**src/rtl/velocity_verlet_particle_update_defines.svh**
```systemverilog
// Assertion macros shared by the particle update RTL.
`ifndef VELOCITY_VERLET_PARTICLE_UPDATE_DEFINES_SVH
`define VELOCITY_VERLET_PARTICLE_UPDATE_DEFINES_SVH

// Check cons in the same cycle as ante.
`define VVPU_ASSERT_IMPL(label, clk, rst, ante, cons, msg) \
  label: assert property (@(posedge clk) disable iff (rst) (ante) |-> (cons)) \
    else $error(msg);

// Check cons in the cycle after ante.
`define VVPU_ASSERT_NEXT(label, clk, rst, ante, cons, msg) \
  label: assert property (@(posedge clk) disable iff (rst) (ante) |=> (cons)) \
    else $error(msg);

`endif

```
**src/rtl/vvpu_pkg.sv**
```systemverilog
// Shared widths, latencies and types for the particle update pipeline.
`timescale 1ns / 1ps
package vvpu_pkg;

  localparam int DATA_W       = 32;  // signed Q16.16 vector component
  localparam int TS_W         = 31;  // unsigned Q15.16 time step and density
  localparam int DIMS_W       = 2;
  localparam int NUM_DIMS     = 3;
  localparam int MAX_DIMS_DEF = 3;

  localparam int CFG_IDX_W  = 4;
  localparam int CFG_DATA_W = 32;

  localparam int IN_DATA_W  = 320;
  localparam int IN_USER_W  = 2;
  localparam int OUT_DATA_W = 2 * NUM_DIMS * DATA_W;

  // Kick division: 62-bit dividend, 32-bit divisor, 35 quotient bits.
  localparam int NUM_W   = 62;
  localparam int DEN_W   = 32;
  localparam int QUO_W   = 35;
  localparam int DIV_LAT = QUO_W + 1;

  // Three stages before the divider, six after it.
  localparam int PIPE_LAT = 3 + DIV_LAT + 6;

  typedef struct packed {
    logic [DATA_W-1:0] vel;
    logic [DATA_W-1:0] pos;
    logic              upd;
    logic              kick_only;
    logic              f_neg;
    logic              f_zero;
  } div_side_t;

endpackage

```
**src/rtl/vvpu_out_buf.sv**
```systemverilog
// Two-entry output register with skid slot for the result stream.
`timescale 1ns / 1ps
`include "velocity_verlet_particle_update_defines.svh"
module vvpu_out_buf (
  input  logic                             clk,
  input  logic                             rst,
  input  logic                             push,
  input  logic [vvpu_pkg::OUT_DATA_W-1:0]  push_data,
  output logic                             space,
  output logic                             m_tvalid,
  input  logic                             m_tready,
  output logic [vvpu_pkg::OUT_DATA_W-1:0]  m_tdata
);
  import vvpu_pkg::*;

  logic [1:0]            count;
  logic [1:0]            count_next;
  logic [OUT_DATA_W-1:0] skid;
  logic                  pop;

  assign m_tvalid   = count != 2'd0;
  assign pop        = m_tvalid && m_tready;
  assign space      = (count != 2'd2) || m_tready;
  assign count_next = count + {1'b0, push} - {1'b0, pop};

  always_ff @(posedge clk) begin
    if (rst) begin
      count <= 2'd0;
    end else begin
      count <= count_next;
    end
  end

  always_ff @(posedge clk) begin
    case (count)
      2'd0: begin
        if (push) m_tdata <= push_data;
      end
      2'd1: begin
        if (push && pop) m_tdata <= push_data;
        else if (push) skid <= push_data;
      end
      default: begin
        // full: advance the skid item, refill behind it
        if (pop) begin
          m_tdata <= skid;
          if (push) skid <= push_data;
        end
      end
    endcase
  end

  `VVPU_ASSERT_IMPL(a_no_overrun, clk, rst, push && (count == 2'd2), pop, "push into full buffer")
  `VVPU_ASSERT_NEXT(a_skid_advance, clk, rst, pop && !push && (count == 2'd2), m_tvalid && (count == 2'd1), "skid item lost")

endmodule

```
**config.mk**
```make
export PLATFORM = sky130hd
export DESIGN_NAME = vvpu_out_buf
export DESIGN_NICKNAME = d
export VERILOG_FILES = /design/src/rtl/vvpu_pkg.sv /design/src/rtl/vvpu_out_buf.sv
export VERILOG_INCLUDE_DIRS = /design/src /design/src/rtl
export SDC_FILE = /design/constraint.sdc
export NUM_CORES = 1
export LEC_CHECK = 0
export BUFFER_PORTS_ARGS = -buffer_cell sky130_fd_sc_hd__buf_4
export CORE_MARGIN = 10
export CORE_UTILIZATION = 25
export DETAILED_ROUTE_END_ITERATION = 7
export PLACE_DENSITY = 0.44
export SLEW_MARGIN = 40
export SYNTH_ARGS = -nofsm -noshare
export SYNTH_HDL_FRONTEND = slang
export SYNTH_SLANG_ARGS = --single-unit
```
**constraint.sdc**
```tcl
create_clock -name clk -period 10.8 [get_ports clk]
set_input_delay 0.54 -clock clk [delete_from_list [all_inputs] [get_ports clk]]
set_output_delay 0.54 -clock clk [all_outputs]
set_load 0.05 [all_outputs]
```
After elaboration in Yosys (flattened, before gate mapping)
Index checks and enable logic that the tools add are counted.
{ "word_totals": {"regBits": 386, "latchBits": 0, "mem_bits_rw": 0, "rom_bits": 0, "inputBits": 196, "output_inout_bits": 194, "wordCells": 28, "mem_count": 0} }
{ "op_classes": {"addsub": 2, "mul": 0, "div": 0, "order_cmp": 0, "n_eq_ne": 5, "shifts": 0, "n_mux": 8, "n_bitwise": 1, "reduce_logical": 9} }
{ "ops": {"columns": ["cell", "count"], "rows": [
  ["2-to-1 mux 192 bit", 6],
  ["one-hot mux 192 bit (2 select lines)", 2],
  ["!= test 2 bit (second input constant)", 4],
  ["AND reduction 3 bit", 2],
  ["nonzero test 2 bit", 2],
  ["nonzero test 3 bit", 1],
  ["adder 2 x 1 -> 2 bit", 1],
  ["== test 2 x 1 -> 1 bit (second input constant)", 1],
  ["logical AND 1 bit", 2],
  ["zero test 2 bit", 1],
  ["subtractor 2 x 1 -> 2 bit", 1],
  ["logical OR 1 bit", 1],
  ["inverter 1 bit", 1]
]} }

Longest topological paths before layout
{ "logic_depth": {"depth_word": 5, "depth_mapped": 9, "ltp_nobuf": 7} }

Worst setup path before layout
Ideal clock, no wire load.
{ "synth_path": {"path_kind": "reg-to-reg", "from": "register count[1]", "to": "register m_tdata[0] (netlist bit) (enable)", "setup_ns": 0.808, "t_arrival_ns": 10.279, "required_time_ns": 9.992, "slack_ns": -0.287, "stages_incl_launch_ff": 5, "n_path_buf": 2, "period_less_slack_ns": 11.087, "cell_sequence": "dfxtp_1 > buf_6 > buf_6 > or2_2 > a21oi_1"} }
{ "synth_via": {"elab_chain_cells": 5, "elab_cells_between_ends": 9, "cone_classes": "eq/ne (3); reduce/logical (6)"} }
{ "synth_lines": {"columns": ["element", "line_no", "rtl"], "rows": [
  ["from (decl)", "vvpu_out_buf.sv:16", "logic [1:0] count;"],
  ["from (signal assigned)", "vvpu_out_buf.sv:30", "count <= count_next;"],
  ["nonzero test 2 bit (*)", "vvpu_out_buf.sv:21", "assign m_tvalid = count != 2'd0;"],
  ["named net m_tvalid", "vvpu_out_buf.sv:10", "output logic m_tvalid,"],
  ["logical AND 1 bit (*)", "vvpu_out_buf.sv:22", "assign pop = m_tvalid && m_tready;"],
  ["logical AND 1 bit", "vvpu_out_buf.sv:40", "if (push && pop) m_tdata <= push_data;"],
  ["!= test 2 bit (no line)", null, null],
  ["AND reduction 3 bit (no line) (*)", null, null],
  ["to (signal assigned)", "vvpu_out_buf.sv:37", "if (push) m_tdata <= push_data;"],
  ["to (signal assigned)", "vvpu_out_buf.sv:40", null],
  ["to (signal assigned)", "vvpu_out_buf.sv:46", "m_tdata <= skid;"],
  ["to (decl)", "vvpu_out_buf.sv:12", "output logic [vvpu_pkg::OUT_DATA_W-1:0] m_tdata"]
]} }
The timed path passes the listed nets; every way through them passes the cells marked *.
A chain may end at the register's enable or synchronous reset.

Worst setup path in the final report
{ "layout_path": {"from": "register count[1]", "to": "register m_tdata[66] (netlist bit) (enable)"} }
{ "layout_via": {"elab_chain_cells": 5, "elab_cells_between_ends": 9, "cone_classes": "eq/ne (3); reduce/logical (6)"} }
{ "layout_lines": {"columns": ["element", "line_no"], "rows": [
  ["nonzero test 2 bit", "vvpu_out_buf.sv:21"],
  ["logical AND 1 bit", "vvpu_out_buf.sv:22"],
  ["logical AND 1 bit", "vvpu_out_buf.sv:40"],
  ["!= test 2 bit (no line)", null],
  ["AND reduction 3 bit (no line) (*)", null]
]} }
Mark *: on every way between the ends. The rest lies on a longest branch, timed or not.

==> impl_metrics.ini <==
[power]
internal_power_uw = 3560
pwr_density_cell_nw_per_um2 = 288
switching_share_pct = 35.5
combinationalPowerShare_pct = 33.3
ir_drop_v = 0.000160
pwr-share-clk_pct = 25.7
seqPwrFrac_pct = 40.9
p_leak_uw = 0.00700
switching_power_uw = 1960

[clocking]
clk_path_buf_depth = 3
clock_latency_ns = 0.56
postCtsSetupBuffers = 0
cts_max_level = 2
cts_resized = 0
root_buffer = clkbuf_16
cts_sinks = 386
clkTransAtPathRegs_ns = 0.06
cts_tree = yes
cts-buffers-inserted = 44
hold_buffers = 0

[drt]
post_drt_wl_per_cell_um = 20.0
via_count = 7306
ant_nets = 0
route.detailed.vias_per_inst = 4.02
post-route-drc-count = 0
drtPass1Iterations = 6
wl_um = 36300
drt_first_iter_violations = 335

[timing]
period_share_pct = 31.1
post-route-min-period_ns = 3.35
hold_slack_ns = 0.156
hold_violations = 0
slew_viol_final = 0
timing.fmax_mhz = 298
slew_headroom_pct = 47.3
tightestPinTransition_ns = 0.791
tns_ns = 0
rsz0062_at_grt = false
fin_skew_ns = 0.0202
setup_viol = 0

[die]
core_area_um2 = 55400
io-pin-count = 390
num_rows = 86
die_y_um = 257
die_w_um = 257
start_util_pct = 25.3
die-area_um2 = 66100

[synth]
seq_area_frac_synth_pct = 82.4
synth_top_area_share_pct = 82.1
netlist-cell-type-count = 18
syn-num-nets = 814
synth.area.top_cells = edfxtp_1, mux2_2, buf_6
synth-seq-cells = 386
synth_cells = 616
yosysWarnings = 0
synth_top_area_cell = edfxtp_1
postSynthAreaPerCell_um2 = 22.8
synth_area_um2 = 14000

[final_layout]
final_util_pct = 34.6
final_cell_mix = buf_4, edfxtp_1, mux2_2
nets = 1236
mostFrequentLayoutCell = buf_4
drive_gt1_share_pct = 60.9
diodes = 0
syn2layout_area_growth_pct = 36.6
n_fill_cell = 5324
multi_input_area_um2 = 2290
seqCellArea_um2 = 11600

[setup_path]
cp.required_ns = 10.98
crit_fanout = 69
critPathKind = flip-flop to flip-flop
cp-start-kind = flip-flop
endpoint_kind = flip-flop
cp_data_arrival_time_ns = 3.54

[grt]
grt_pass1_wl_um = 53400
overflow = 0
grt_pass1_vias = 7905
antenna_found_initial = 1
track_usage_pct = 10.5
grt_max_degree = 126

[outcome]
status = complete, no violations

[min_path]
holdCritPathClass = input port to flip-flop

[flow_run]
cap_violations = 0

[placed_design]
port_buffers = 389
place_congestion = 0.703
dp_hpwl_um = 24300
worst paths after layout:
kind / startpoint / endpoint / slack (ns) / depth (start not counted)
hold / removal: rst / count[1] / 0.16 / 2
setup reg to reg: count[1] / m_tdata[66] / 7.45 / 4
hold reg to reg: skid[61] / m_tdata[61] / 0.54 / 1
setup / recovery: count[1] / m_tdata[66] / 7.45 / 4
cell usage after synthesis, drive strengths merged:
cell      n
xnor3     1
and2      1
buf      22
edfxtp  384
inv       3
mux2    192
nor2      2
a21oi     1
dfxtp     2
or2       1
or3b      1
nand2     1
ha        2
nor2b     1
nand3     1
a21boi    1
logic make-up (layout without fill, tap and decap cells):
logic type	Yosys count	in the layout	share of synthesized area, %
AOI/OAI and AO/OA	2	2	0.0891
xor gates and xnor gates	1	1	0.160
adders and majority gates	2	2	0.178
buffers and inverters	25	478	1.50
DFF	386	386	82.4
muxes	192	192	15.4
and+or+nand+nor	8	8	0.312
per-stage QoR:
stage	cells	worst slack, ns	total power [uW]	area, um2
after global placement	1739	7.08	4170	17800
final	1817	7.45	5520	19200
after CTS	1816	7.32	5640	19200
after detailed placement	1739	7.33	4170	17800
after floorplan	616	0.242	3680	14100
after global routing	1817	7.18	5790	19200
critical path, stage by stage (launching register included):
cell     delay [ns]
dfxtp_4        0.86
nor2_1         0.18
a21oi_4        0.57
buf_4          0.63
buf_6          0.59
area by class of cell:
class | count | share of cell area, %
multi-input cells | 205 | 11.9
clock inverters | 17 | 0.861
well taps | 748 | 4.88
repair buffers | 398 | 15.8
flip-flops and latches | 386 | 60.3
inverters | 3 | 0.0587
clock buffers | 60 | 6.16
power by group through the flow:
stage / clock, uW / sequential, uW / combinational (uW)
6_report: 1420 / 2260 / 1840
3_5_place_dp: 0 / 2300 / 1870
4_1_cts: 1490 / 2270 / 1880
2_1_floorplan: 0 / 3030 / 646
3_3_place_gp: 0 / 2300 / 1870
5_1_grt: 1550 / 2290 / 1950
flip-flops by register name (all words and copies together) (netlist names):
name,flops
skid,192
count,2
m_tdata,192
metal layers:
layer / vias to the layer above / global-route usage, % / part of all wire (%)
li1: 3318 / - / -
met2: 269 / 16.2 / 46
met5: - / 0 / 0.047
met3: 64 / 4.42 / 9.1
met1: 3653 / 13.1 / 43
met4: 2 / 3.53 / 2.2
Power figures use the tool's default switching activity.
